**src/hdl/hrhs_pkg.sv**
```systemverilog
// Shared types and character constants for the HTTP response header scanner.
// No dependencies; compiled first.
package hrhs_pkg;

  // Characters the scanner reacts to
  localparam logic [7:0] CH_SP  = 8'h20;
  localparam logic [7:0] CH_TAB = 8'h09;
  localparam logic [7:0] CH_LF  = 8'h0A;
  localparam logic [7:0] CH_CR  = 8'h0D;
  localparam logic [7:0] CH_D0  = 8'h30;
  localparam logic [7:0] CH_D9  = 8'h39;

  localparam logic [15:0] STATUS_MAX = 16'hFFFF;
  localparam logic [31:0] COUNT_MAX  = 32'hFFFF_FFFF;

  // Payload of one input request
  typedef struct packed {
    logic [7:0] data_byte;
    logic       restart;
  } req_t;

  // Payload of one result
  typedef struct packed {
    logic [15:0] status_code;
    logic        header_end;
    logic        is_body;
    logic [7:0]  body_data;
    logic [31:0] body_count;
  } res_t;

endpackage

```
**src/hdl/hrhs_stream_if.sv**
```systemverilog
// Valid/ready channel carrying one payload of a chosen type.
// Depends on nothing; payload types come from hrhs_pkg at instantiation.
interface hrhs_stream_if #(
  parameter type payload_t = logic
);
  logic     valid;
  logic     ready;
  payload_t payload;

  modport source (output valid, output payload, input ready);
  modport sink   (input valid, input payload, output ready);
endinterface

```
**src/hdl/hrhs_core.sv**
```systemverilog
// Scanner state machine: protocol token, status digits, header end search, body count.
// Depends on hrhs_pkg.
module hrhs_core (
  input  logic          clk,
  input  logic          rst,
  input  logic          step,
  input  hrhs_pkg::req_t req,
  output hrhs_pkg::res_t res
);

  typedef enum logic [3:0] {
    S_PROTOCOL   = 4'd0,
    S_WHITESPACE = 4'd1,
    S_STATUS     = 4'd2,
    S_BOL        = 4'd3,
    S_TEXT       = 4'd4,
    S_LF         = 4'd5,
    S_CR         = 4'd6,
    S_CRLF       = 4'd7,
    S_CRLFCR     = 4'd8,
    S_BODY       = 4'd9
  } state_t;

  state_t      state, state_next, state_cur;
  logic [15:0] accum, accum_next, accum_cur;
  logic [31:0] count, count_next, count_cur;
  logic [7:0]  c;
  logic        digit;
  logic        is_line_end;
  logic [19:0] acc_wide;
  logic [15:0] acc_sat;
  logic        end_hit;
  logic        body;

  // Next state after an ordinary or line-end byte in header states
  function automatic state_t line_next(input logic [7:0] ch);
    state_t s;
    if (ch == hrhs_pkg::CH_LF) begin
      s = S_LF;
    end else if (ch == hrhs_pkg::CH_CR) begin
      s = S_CR;
    end else begin
      s = S_TEXT;
    end
    return s;
  endfunction

  // Byte classification and status accumulation (acc*10 + digit, saturating)
  always_comb begin
    c           = req.data_byte;
    digit       = (c >= hrhs_pkg::CH_D0) && (c <= hrhs_pkg::CH_D9);
    is_line_end = (c == hrhs_pkg::CH_LF) || (c == hrhs_pkg::CH_CR);
    state_cur   = req.restart ? S_PROTOCOL : state;
    accum_cur   = req.restart ? 16'd0 : accum;
    count_cur   = req.restart ? 32'd0 : count;
    acc_wide    = ({4'd0, accum_cur} << 3) + ({4'd0, accum_cur} << 1) + {16'd0, c[3:0]};
    acc_sat     = (acc_wide > {4'd0, hrhs_pkg::STATUS_MAX}) ? hrhs_pkg::STATUS_MAX
                                                            : acc_wide[15:0];
  end

  // Transition logic
  always_comb begin
    state_next = state_cur;
    accum_next = accum_cur;
    count_next = count_cur;
    end_hit    = 1'b0;
    body       = 1'b0;
    unique case (state_cur)
      S_WHITESPACE: begin
        if (digit) begin
          accum_next = {12'd0, c[3:0]};
          state_next = S_STATUS;
        end else begin
          state_next = line_next(c);
        end
      end
      S_STATUS: begin
        if (digit) begin
          accum_next = acc_sat;
        end else begin
          state_next = line_next(c);
        end
      end
      S_BOL: begin
        state_next = line_next(c);
      end
      S_TEXT: begin
        if (is_line_end) begin
          state_next = line_next(c);
        end
      end
      S_LF: begin
        if (c == hrhs_pkg::CH_LF) begin
          end_hit = 1'b1;
        end else begin
          state_next = line_next(c);
        end
      end
      S_CR: begin
        priority if (c == hrhs_pkg::CH_CR) begin
          end_hit = 1'b1;
        end else if (c == hrhs_pkg::CH_LF) begin
          state_next = S_CRLF;
        end else begin
          state_next = S_TEXT;
        end
      end
      S_CRLF: begin
        priority if (c == hrhs_pkg::CH_LF) begin
          end_hit = 1'b1;
        end else if (c == hrhs_pkg::CH_CR) begin
          state_next = S_CRLFCR;
        end else begin
          state_next = S_TEXT;
        end
      end
      S_CRLFCR: begin
        if (is_line_end) begin
          end_hit = 1'b1;
        end else begin
          state_next = S_TEXT;
        end
      end
      S_BODY: begin
        body = 1'b1;
        if (count_cur != hrhs_pkg::COUNT_MAX) begin
          count_next = count_cur + 32'd1;
        end
      end
      default: begin
        // protocol token and unused codes
        priority if ((c == hrhs_pkg::CH_SP) || (c == hrhs_pkg::CH_TAB)) begin
          state_next = S_WHITESPACE;
        end else if (is_line_end) begin
          state_next = line_next(c);
        end else begin
          state_next = S_PROTOCOL;
        end
      end
    endcase
    if (end_hit) begin
      state_next = S_BODY;
    end
  end

  // Result of the current byte
  always_comb begin
    res.status_code = accum_next;
    res.header_end  = end_hit;
    res.is_body     = body;
    res.body_data   = body ? c : 8'd0;
    res.body_count  = count_next;
  end

  // Parser state
  always_ff @(posedge clk) begin
    if (rst) begin
      state <= S_PROTOCOL;
      accum <= 16'd0;
      count <= 32'd0;
    end else if (step) begin
      state <= state_next;
      accum <= accum_next;
      count <= count_next;
    end
  end

endmodule

```
**src/hdl/http_response_header_scanner_unit.sv**
```systemverilog
// HTTP response header scanner: stream handshake and result register.
// Depends on hrhs_pkg, hrhs_stream_if and hrhs_core.
//
// Use: bytes of an HTTP response enter on the stream channel, one per request,
// each with a restart flag that starts a new response at that byte. For every
// byte one result leaves on the result channel: the status code gathered so
// far, a flag on the byte that closes the header block, and for body bytes the
// byte itself with a running saturating body count.
// The result is registered and valid in the cycle after its byte is taken.
// Throughput: one byte per cycle unless the receiver stalls; the parser step
// is a single state transition between the parser and result registers.
// Reset (rst, synchronous) returns the parser to the protocol token state,
// clears status and body count and empties the result register.
// When the receiver stalls, the held result stays stable and no new byte is
// taken until it has been accepted; a byte is taken in the same cycle that
// the held result leaves.
module http_response_header_scanner_unit (
  input  logic         clk,
  input  logic         rst,
  hrhs_stream_if.sink   stream,
  hrhs_stream_if.source result
);

  hrhs_pkg::res_t res_step;
  hrhs_pkg::res_t res_hold;
  logic           res_valid;
  logic           take;

  assign stream.ready = !res_valid || result.ready;
  assign take         = stream.valid && stream.ready;

  hrhs_core u_core (
    .clk  (clk),
    .rst  (rst),
    .step (take),
    .req  (stream.payload),
    .res  (res_step)
  );

  // Output register
  always_ff @(posedge clk) begin
    if (rst) begin
      res_valid <= 1'b0;
    end else if (take) begin
      res_valid <= 1'b1;
    end else if (result.ready) begin
      res_valid <= 1'b0;
    end
  end

  always_ff @(posedge clk) begin
    if (take) begin
      res_hold <= res_step;
    end
  end

  assign result.valid   = res_valid;
  assign result.payload = res_hold;

endmodule
```
**src/flat_wrapper.sv**
```systemverilog
// flat-port wrapper written by rule: the top's interface ports become plain ports
module http_response_header_scanner_unit_flat 
  (clk, rst, stream_valid, stream_payload, stream_ready, result_valid, result_payload, result_ready);
  hrhs_stream_if stream_i ();
  hrhs_stream_if result_i ();
  input  logic clk;
  input  logic rst;
  input wire logic [$bits(stream_i.valid)-1:0] stream_valid;
  input wire logic [$bits(stream_i.payload)-1:0] stream_payload;
  output wire logic [$bits(stream_i.ready)-1:0] stream_ready;
  output wire logic [$bits(result_i.valid)-1:0] result_valid;
  output wire logic [$bits(result_i.payload)-1:0] result_payload;
  input wire logic [$bits(result_i.ready)-1:0] result_ready;
  assign stream_i.valid = stream_valid;
  assign stream_i.payload = stream_payload;
  assign stream_ready = stream_i.ready;
  assign result_valid = result_i.valid;
  assign result_payload = result_i.payload;
  assign result_i.ready = result_ready;
  http_response_header_scanner_unit u_core (.clk(clk), .rst(rst), .stream(stream_i), .result(result_i));
endmodule
```
**config.mk**
```make
export PLATFORM = sky130hd
export DESIGN_NAME = http_response_header_scanner_unit_flat
export DESIGN_NICKNAME = d
export VERILOG_FILES = /design/src/hdl/hrhs_pkg.sv /design/src/hdl/hrhs_stream_if.sv /design/src/hdl/hrhs_core.sv /design/src/hdl/http_response_header_scanner_unit.sv /design/src/flat_wrapper.sv
export SDC_FILE = /design/constraint.sdc
export NUM_CORES = 1
export LEC_CHECK = 0
export ABC_AREA = 1
export BUFFER_PORTS_ARGS = -buffer_cell sky130_fd_sc_hd__buf_2
export CAP_MARGIN = 20
export CORE_UTILIZATION = 40
export DETAILED_ROUTE_END_ITERATION = 8
export PLACE_DENSITY = 0.65
export SLEW_MARGIN = 20
export SYNTH_ARGS = -nofsm -noshare
export SYNTH_HDL_FRONTEND = slang
export SYNTH_HIERARCHICAL = 1
export SYNTH_SLANG_ARGS = --single-unit
```
**constraint.sdc**
```tcl
create_clock -name clk -period 8.55 [get_ports clk]
set_input_delay 2.1375 -clock clk [delete_from_list [all_inputs] [get_ports clk]]
set_output_delay 2.1375 -clock clk [all_outputs]
set_load 0.03 [all_outputs]
```
; ---- Word-level counts from Yosys, hierarchy flattened
; Index checks and enable logic that the tools add are counted.
[word_totals]
reg_bits = 38
inputBits = 5
output_inout_bits = 3
elab_cells = 28
[op_classes]
n_addsub = 1
eq_ne = 10
mux = 7
reduce_logical = 6
[op_table]
columns = op, count
row1 = two-way mux 32 bit, 3
row2 = "adder 32 x 1 -> 32 bit, second input constant", 1
row3 = "!= test 32 bit, second input constant", 1
row4 = "equality test 4 x 3 -> 1 bit, second input constant", 4
row5 = "equality test 4 x 2 -> 1 bit, second input constant", 2
row6 = "equality test 4 bit, second input constant", 2
row7 = case mux 4 bit (2 select lines), 1
row8 = OR reduction 7 bit, 1
row9 = "equality test 4 x 1 -> 1 bit, second input constant", 1
row10 = two-way mux 4 bit, 1
row11 = two-way mux 1 bit, 2
row12 = nonzero test 2 bit, 1
row13 = OR reduction 2 bit, 1
row14 = logical AND 1 bit, 1
row15 = logical NOT 1 bit, 1
row16 = logical OR 1 bit, 1

; ---- Depth between registers and ports, before layout
; Gate-level depths: netlist of run 1.
[logic_depth]
ltp_word = 4
mapped_depth = 16

; ---- By module
; The synthesis of run 1 kept the hierarchy.
[modules_own_cells]
columns = mod, n_inst, cells_per_inst, area_each_um2, seq_area_each_um2
row1 = hrhs_core, 1, 987, 5719.2, 1041.0
row2 = http_response_header_scanner_unit, 1, 8, 81.3, 50.0

; ---- Least setup slack after synthesis of run 1
; Ideal clock, no wire load.
[synth_path]
path_kind = input -> register
from = input port stream_payload
to = register u_core/u_core/accum[1] (netlist name)
arrival_time_ns = 4.657
slack_ns = 3.771
path_stages = 18
n_path_buf = 3
path_cell_list = buf_6 -> buf_6 -> clkbuf_1 -> nor2_1 -> ha_1 -> o21bai_1 -> ha_1 -> or2_2 -> nand3_1 -> nand2_1 -> nand2_1 -> nand3_1 -> nand2_1 -> nand2_1 -> o21ai_1 -> nand2_1 -> o21ai_1 -> a21oi_1
[synth_lines]
columns = item, line
row1 = start: declaration, flat_wrapper.sv:9  ; input wire logic [$bits(stream_i.payload)-1:0] stream_payload;

; ---- Worst setup path after layout of run 1
[layout_path]
from = input port result_ready
to = output port stream_ready
[layout_between]
elab_chain_len = 1
[layout_rtl]
columns = item, line
row1 = start: declaration, flat_wrapper.sv:13  ; input wire logic [$bits(result_i.ready)-1:0] result_ready;
row2 = logical OR 1 bit, http_response_header_scanner_unit.sv:29  ; assign stream.ready = !res_valid || result.ready;
row3 = end: declaration, flat_wrapper.sv:10  ; output wire logic [$bits(stream_i.ready)-1:0] stream_ready;
; No other way between the ends.

==> impl_metrics.yaml, run 1 <==
timing:
  timing.slew.headroom_pct: 54.4
  timing.hold.ws_ns: 0.472
  rsz0062_at_grt: "no"
  fmax_mhz: 215
  hold_viol: 0
  tns_ns: 0
  final.setup_skew_ns: 0.00874
  worstMarginPinSlew_ns: 0.684
  final-max-slew-violation-count: 0
  finalSetupViolations: 0
  period_share_pct: 54.4
  period_minus_slack_ns: 4.65
floorplan:
  coreArea_um2: 8220
  dieArea_um2: 8870
  die_w_um: 94.2
  dieHeight_um: 94.2
  start_util_pct: 41.4
  rows: 33
  io-pin-count: 8
final_layout:
  antenna_cells: 0
  nNetsFinal: 587
  final_core_util_pct: 43.5
  area_delta_synth_final_pct: 5.11
  fillers: 881
  drive_gt1_share_pct: 9.11
  fin_area_um2: 3570
clock_network:
  numCtsBuffers: 5
  cts_sinks: 38
  clk_path_buf_depth: 2
  cts-htree-levels: 2
  clk_pin_slew_ns: 0.08
  hold_buffers: 0
  clkLatencyLatePin_ns: 0.29
  cts_tree: "yes"
  cts_resized: 0
  cts-root-buf: "clkbuf_8"
  post_cts_buffers: 0
pwr:
  switching_share_pct: 31.4
  pwr-share-seq_pct: 49.2
  pwr-share-comb_pct: 17.8
  p_clk_share_pct: 33.0
  internal_power_uw: 277
  power_uw: 405
  power_switching_uw: 127
  powerDensity_nw_per_um2: 113
  p_leak_uw: 0.00160
  max-vdd-ir-drop_uv: 54.8
route:
  route.detailed.drc: 0
  vias: 3474
  vias_per_cell: 5.06
  drtIter0Drc: 194
  firstDrtPassIters: 6
  wl_per_cell_um: 12.3
  wl_um: 8460
  drtAntennaViolNets: 0
placement:
  gp_congestion: 0.902
  dp_hpwl_um: 6350
  dpl_cell_area_um2: 3480
  numPortBuffers: 7
worst_setup_path:
  crit_type: "input pin to output pin"
  reg2reg_slack_ns: 6.25
  worstRegToRegCells: 13
  reg2reg_to: "u_core/u_core/count[16]"
  end_kind: "output pin"
  start_kind: "input pin"
  critPathRequiredTime_ns: 6.41
  cp.arrival_ns: 2.51
  path_max_fanout: 2
  r2r-start: "u_core/u_core/count[0]"
global_route:
  antenna_found_initial: 0
  grt_start_max_net_pins: 54
  first_global_vias: 3260
  grt_usage_pct: 20.9
  grt.overflow.total: 0
  grt_pass1_wl_um: 15100
synthesis:
  yosysWarnings: 6
  syn-instance-count: 581
  avgSynthCellArea_um2: 5.85
  syn-cell-area_um2: 3400
run_status:
  status: "completed"
worst_hold_path:
  min_from: "u_core/u_core/state[1]"
  min_path_cells: 2
  hp-class: "register to register"
  hold_end: "u_core/u_core/state[1]"
run:
  timing.max_cap.violations: 0
layout by cell type (no fill, tap or decap), drive strengths merged, types with 6 or more instances in the layout:
master and n:
dfxtp 37, clkbuf 6, nor2 86, conb 17, inv 100, o21ai 75
nor3 25, nand2 114, a21oi 30, buf 10, nand4 8, xor2 21
nand3 27
through the flow:
stage,worst slack (ns),instances
3_3_place_gp,3.91,679
4_1_cts,3.90,687
2_1_floorplan,4.11,597
3_5_place_dp,3.90,679
5_1_grt,3.87,687
6_report,3.90,687
worst max path at each step:
stage / start / endpoint / depth (start not counted)
2_1_floorplan: result_ready / stream_ready / 2
3_3_place_gp: result_ready / stream_ready / 4
3_5_place_dp: result_ready / stream_ready / 4
4_1_cts: result_ready / stream_ready / 4
5_1_grt: result_ready / stream_ready / 4
6_report: result_ready / stream_ready / 4
registers in the layout (all words and copies together), names as in the netlist:
name and count:
u_core/u_core/count 32, u_core/result.valid 1, u_core/u_core/state 4, u_core/result.payload 1
layer usage:
metal	share of wire [%]	routed length, um	global-route usage, %	vias to the layer above
li1	-	-	-	1813
met1	49	4150	27.2	1565
met2	45	3830	35.9	85
met3	4.2	354	2.99	11
met4	1.5	126	5.38	0
met5	0	0	0	-
layout make-up:
type / instances / area, um2 / area share (%)
Multi-Input combinational cell: 426 / 2140 / 60.0
Sequential cell: 38 / 771 / 21.6
Inverter: 100 / 375 / 10.5
Tap cell: 105 / 131 / 3.68
Clock buffer: 6 / 82.6 / 2.31
Timing Repair Buffer: 10 / 57.6 / 1.61
Clock inverter: 2 / 12.5 / 0.350
critical path: stages:
cell	delay [ns]
buf_2	0.10
inv_2	0.05
nand2_2	0.05
buf_2	0.18
power groups by stage:
stage	Clock (uW)	Combinational [uW]	Sequential, uW
3_5_place_dp	0	71.4	203
5_1_grt	145	83.4	200
3_3_place_gp	0	69.8	203
2_1_floorplan	0	60.1	201
4_1_cts	138	71.6	199
6_report	133	72.1	199
(Power assumes the default switching activity.)
==> run 2, diff against run 1 <==
PLACE_DENSITY = 0.67   (was 0.65)
clock period = 4.15 ns   (was 8.55 ns; I/O delays follow)
==> run 2 against run 1 <==
Compared with the run above:
- worst setup slack got worse by 3.0 ns
- power increased by 100%
- die area unchanged
- clock skew decreased by 0.0015 ns
- highest routed layer unchanged
==> impl_metrics.yaml, run 2 (same netlist as run 1, synthesis figures left out) <==
run_status:
  status: "completed"
pwr:
  max-vdd-ir-drop_uv: 114
  powerDensity_nw_per_um2: 228
  power_uw: 813
  p_leak_uw: 0.00161
floorplan:
  die_w_um: 94.2
  dieArea_um2: 8870
  dieHeight_um: 94.2
  coreArea_um2: 8220
  io-pin-count: 8
  start_util_pct: 41.4
  rows: 33
clock_network:
  numCtsBuffers: 5
  cts-htree-levels: 2
  hold_buffers: 0
  clk_path_buf_depth: 2
  cts_tree: "yes"
  cts-root-buf: "clkbuf_8"
  clkLatencyLatePin_ns: 0.30
  post_cts_buffers: 0
  cts_sinks: 38
  clk_pin_slew_ns: 0.08
  cts_resized: 0
worst_setup_path:
  r2r-start: "u_core/u_core/count[0]"
  crit_type: "input pin to register"
  reg2reg_slack_ns: 1.82
  critPathRequiredTime_ns: 4.39
  reg2reg_to: "u_core/u_core/count[16]"
  cp.arrival_ns: 3.48
  start_kind: "input pin"
  end_kind: "register"
  path_max_fanout: 26
  worstRegToRegCells: 13
final_layout:
  largest_reg_flops: 32
  top_regs: "u_core/u_core/count: 32 flops, u_core/u_core/state: 4 flops"
  area_delta_synth_final_pct: 4.97
  regMostFlops: "u_core/u_core/count"
  nNetsFinal: 588
  final_cell_mix: "nand2_1 (103), inv_1 (96), nor2_1 (79), o21ai_0 (39), dfxtp_1 (37)"
  antenna_cells: 0
  final_common_cell: "nand2_1"
  fillers: 893
  drive_gt1_share_pct: 9.09
  fin_area_um2: 3570
route:
  drtAntennaViolNets: 0
  firstDrtPassIters: 4
  drtIter0Drc: 253
  vias_per_cell: 5.07
  route.detailed.drc: 0
  vias: 3489
  wl_um: 8450
  wl_per_cell_um: 12.3
global_route:
  first_global_vias: 3192
  grt_usage_pct: 21.1
  antenna_found_initial: 0
  grt.overflow.total: 0
  grt_pass1_wl_um: 14900
  grt_start_max_net_pins: 36
timing:
  tns_ns: 0
  rsz0062_at_grt: "no"
  fmax_mhz: 309
  period_share_pct: 78.0
  finalSetupViolations: 0
  final-max-slew-violation-count: 0
  timing.slew.headroom_pct: 51.4
  period_minus_slack_ns: 3.24
  hold_viol: 0
  final.setup_skew_ns: 0.00724
  worstMarginPinSlew_ns: 0.728
  timing.hold.ws_ns: 0.472
worst_hold_path:
  min_from: "u_core/u_core/state[1]"
  hold_end: "u_core/u_core/state[1]"
  min_path_cells: 2
  hp-class: "register to register"
placement:
  numPortBuffers: 7
  dp_hpwl_um: 6380
  gp_congestion: 0.893
  dpl_cell_area_um2: 3490
run:
  timing.max_cap.violations: 0
run 2: power breakdown:
part	switching, uW	leakage, uW	internal [uW]
Sequential	19.7	0.000315	391
Combinational	101	0.00125	47.0
Clock	138	0.0000450	117
Total	259	0.00161	554
run 2: area by class of cell:
cell class	instances	area [um2]	area share, %
timing repair buffer	11	65.1	1.82
clock buffer	6	72.6	2.03
sequential	38	771	21.6
inverter	100	375	10.5
multi-input combinational	426	2140	60.1
clock inverter	2	10.0	0.280
tap	105	131	3.68
run 2: layer usage:
layer | wire (um) | GRT usage [%] | vias to the layer above
met1 | 4030 | 28.2 | 1567
met2 | 3890 | 34.3 | 99
met3 | 392 | 3.40 | 11
met5 | 0 | 0 | -
met4 | 138 | 6.28 | 0
li1 | - | - | 1812
run 2: stage by stage:
step / setup WS [ns] / util (%) / std cells
4_1_cts: 0.932 / 43.4 / 688
3_5_place_dp: 0.633 / 42.4 / 680
5_1_grt: 0.596 / 43.4 / 688
6_report: 0.914 / 43.4 / 688
3_3_place_gp: 0.731 / 42.4 / 680
2_1_floorplan: 1.15 / - / 597
run 2: worst max path at each step:
stage	slack [ns]	start	end	cells past startpoint
4_1_cts	0.93	stream_payload	u_core/u_core/count[16]	14
6_report	0.91	stream_payload	u_core/u_core/count[16]	14
5_1_grt	0.60	stream_payload	u_core/u_core/count[23]	14
3_5_place_dp	0.63	stream_payload	u_core/u_core/count[16]	14
2_1_floorplan	1.15	stream_payload	u_core/result.payload	13
3_3_place_gp	0.73	stream_payload	u_core/u_core/count[20]	14
run 2: worst max-delay path: stages:
cell and delay [ns]:
buf_2 0.28, inv_2 0.41, nand2_2 0.16, inv_1 0.10, nand3_2 0.15, nor2_2 0.21, inv_1 0.07, nor3_2 0.24
nand2_2 0.14, inv_2 0.29, o21ai_0 0.16, nand2_1 0.08, o21ai_0 0.07, inv_1 0.07
==> run 3, diff against run 2 <==
ABC_AREA = 0   (was 1)
clock period = 2.65 ns   (was 4.15 ns; I/O delays follow)
==> run 3 against run 2 <==
Compared with the run above:
- sequential share of layout area up 3.0 points
- synthesized area down 24%
- worst setup slack got worse by 0.84 ns
- clock skew is 0.0013 ns lower
- first-iteration DRC count shrank 13%
- hold slack gained 0.0074 ns
- power is 54% higher
- sequential power is 44% higher
- synthesized cell count down 40%
- highest routed layer unchanged
==> impl_metrics.yaml, run 3 <==
final_layout:
  largest_reg_flops: 32
  drive_gt1_share_pct: 19.8
  regMostFlops: "u_core/u_core/count"
  final_cell_mix: "buf_4 (39), dfxtp_1 (37), nor2_1 (32), o21ai_0 (30), a21oi_1 (27)"
  top_regs: "u_core/u_core/count: 32 flops, u_core/u_core/state: 4 flops"
  nNetsFinal: 394
  final_common_cell: "buf_4"
  fin_area_um2: 3130
  antenna_cells: 0
  fillers: 619
  area_delta_synth_final_pct: 20.7
  final_core_util_pct: 51.3
timing:
  period_share_pct: 97.3
  final.setup_skew_ns: 0.00593
  period_minus_slack_ns: 2.58
  final-max-slew-violation-count: 0
  finalSetupViolations: 0
  fmax_mhz: 388
  hold_viol: 0
route:
  route.detailed.drc: 0
  wl_um: 6230
  vias_per_cell: 5.60
  firstDrtPassIters: 5
  drtAntennaViolNets: 0
  vias: 2600
  wl_per_cell_um: 13.4
  drtIter0Drc: 221
floorplan:
  start_util_pct: 42.5
  coreArea_um2: 6100
  die_w_um: 82.5
  dieHeight_um: 82.5
  rows: 28
  dieArea_um2: 6810
  io-pin-count: 8
global_route:
  grt_usage_pct: 20.9
  grt_start_max_net_pins: 36
  first_global_vias: 2403
  grt_pass1_wl_um: 11000
  grt.overflow.total: 0
  antenna_found_initial: 0
worst_setup_path:
  path_cells: "clkbuf_4 -> buf_4 -> nand2b_4 -> nor4_4 -> or4b_4 -> a21oi_4 -> nand3_2 -> or3_1 -> a31oi_1"
  slowest_delay_ns: 0.53
  path_max_fanout: 9
  cp_slowest_cell: "or4b_4"
  cp.arrival_ns: 2.80
  end_kind: "register"
  critPathRequiredTime_ns: 2.87
  crit_type: "input pin to register"
  start_kind: "input pin"
  worstRegToRegCells: 7
pwr:
  powerDensity_nw_per_um2: 399
  max-vdd-ir-drop_uv: 230
  p_leak_uw: 0.00112
run:
  timing.max_cap.violations: 0
placement:
  gp_congestion: 0.784
  dp_hpwl_um: 4410
  numPortBuffers: 7
  dpl_cell_area_um2: 2970
synthesis:
  yosysWarnings: 6
  syn-cell-area_um2: 2590
  avgSynthCellArea_um2: 7.43
  syn-instance-count: 349
clock_network:
  cts_tree: "yes"
  cts_sinks: 38
  hold_buffers: 0
  cts-root-buf: "clkbuf_8"
  cts-htree-levels: 2
  clkLatencyLatePin_ns: 0.29
  numCtsBuffers: 5
  clk_pin_slew_ns: 0.08
  clk_path_buf_depth: 2
run_status:
  status: "completed"
worst_hold_path:
  hp-class: "register to register"
  min_path_cells: 2
run 3: stage by stage:
| stage | hold WS (ns) | total power, uW | TNS [ns] | setup WS [ns] | instances |
|---|---|---|---|---|---|
| 2_1_floorplan | 0.451 | 719 | -0.501 | -0.205 | 369 |
| 3_3_place_gp | 0.465 | 767 | -1.15 | -0.138 | 454 |
| 3_5_place_dp | 0.468 | 769 | -2.55 | -0.263 | 454 |
| 4_1_cts | 0.484 | 1260 | 0 | 0.0134 | 462 |
| 5_1_grt | 0.495 | 1310 | -0.0195 | -0.0195 | 464 |
| 6_report | 0.479 | 1250 | 0 | 0.0711 | 464 |
run 3: critical path, delay by kind of cell:
kind	cells	cell delay (ns)
and+or+nand+nor	5	1.41
AOI/OAI and AO/OA	2	0.41
buffers and inverters	2	0.31
run 3: layer usage:
layer / wire length [um] / track usage, % / vias to the layer above
met5: 0 / 0 / -
met4: 83 / 7.07 / 0
met3: 256 / 3.41 / 6
met2: 2860 / 35.1 / 65
met1: 3030 / 27.1 / 1197
li1: - / - / 1332
run 3: layout make-up:
class	instances	area, um2	share of cell area, %
Clock inverter	3	40.0	1.28
Timing Repair Buffer	47	350	11.2
Multi-Input combinational cell	290	1780	57.0
Clock buffer	5	68.8	2.20
Tap cell	75	93.8	3.00
Sequential cell	38	771	24.6
Inverter	6	22.5	0.720
run 3: path summary, 6_finish.rpt:
path	end	slack, ns	startpoint
max	u_core/u_core/count[27]	0.07	stream_payload
min	u_core/u_core/count[5]	0.48	u_core/u_core/count[5]
max reg2reg	u_core/u_core/count[27]	0.21	u_core/u_core/count[14]
min reg2reg	u_core/u_core/count[5]	0.48	u_core/u_core/count[5]
run 3: report_power, final:
part	leakage [uW]	switching [uW]	internal [uW]
logic	0.000752	102	66.8
clock network	0.0000579	213	277
registers	0.000310	6.55	583
total	0.00112	322	927
run 3: timing repair:
action / 4_1_cts / 5_1_grt
buffers inserted: 0 / 2
setup endpoints to repair: 0 / 6
resized for setup: 0 / 6
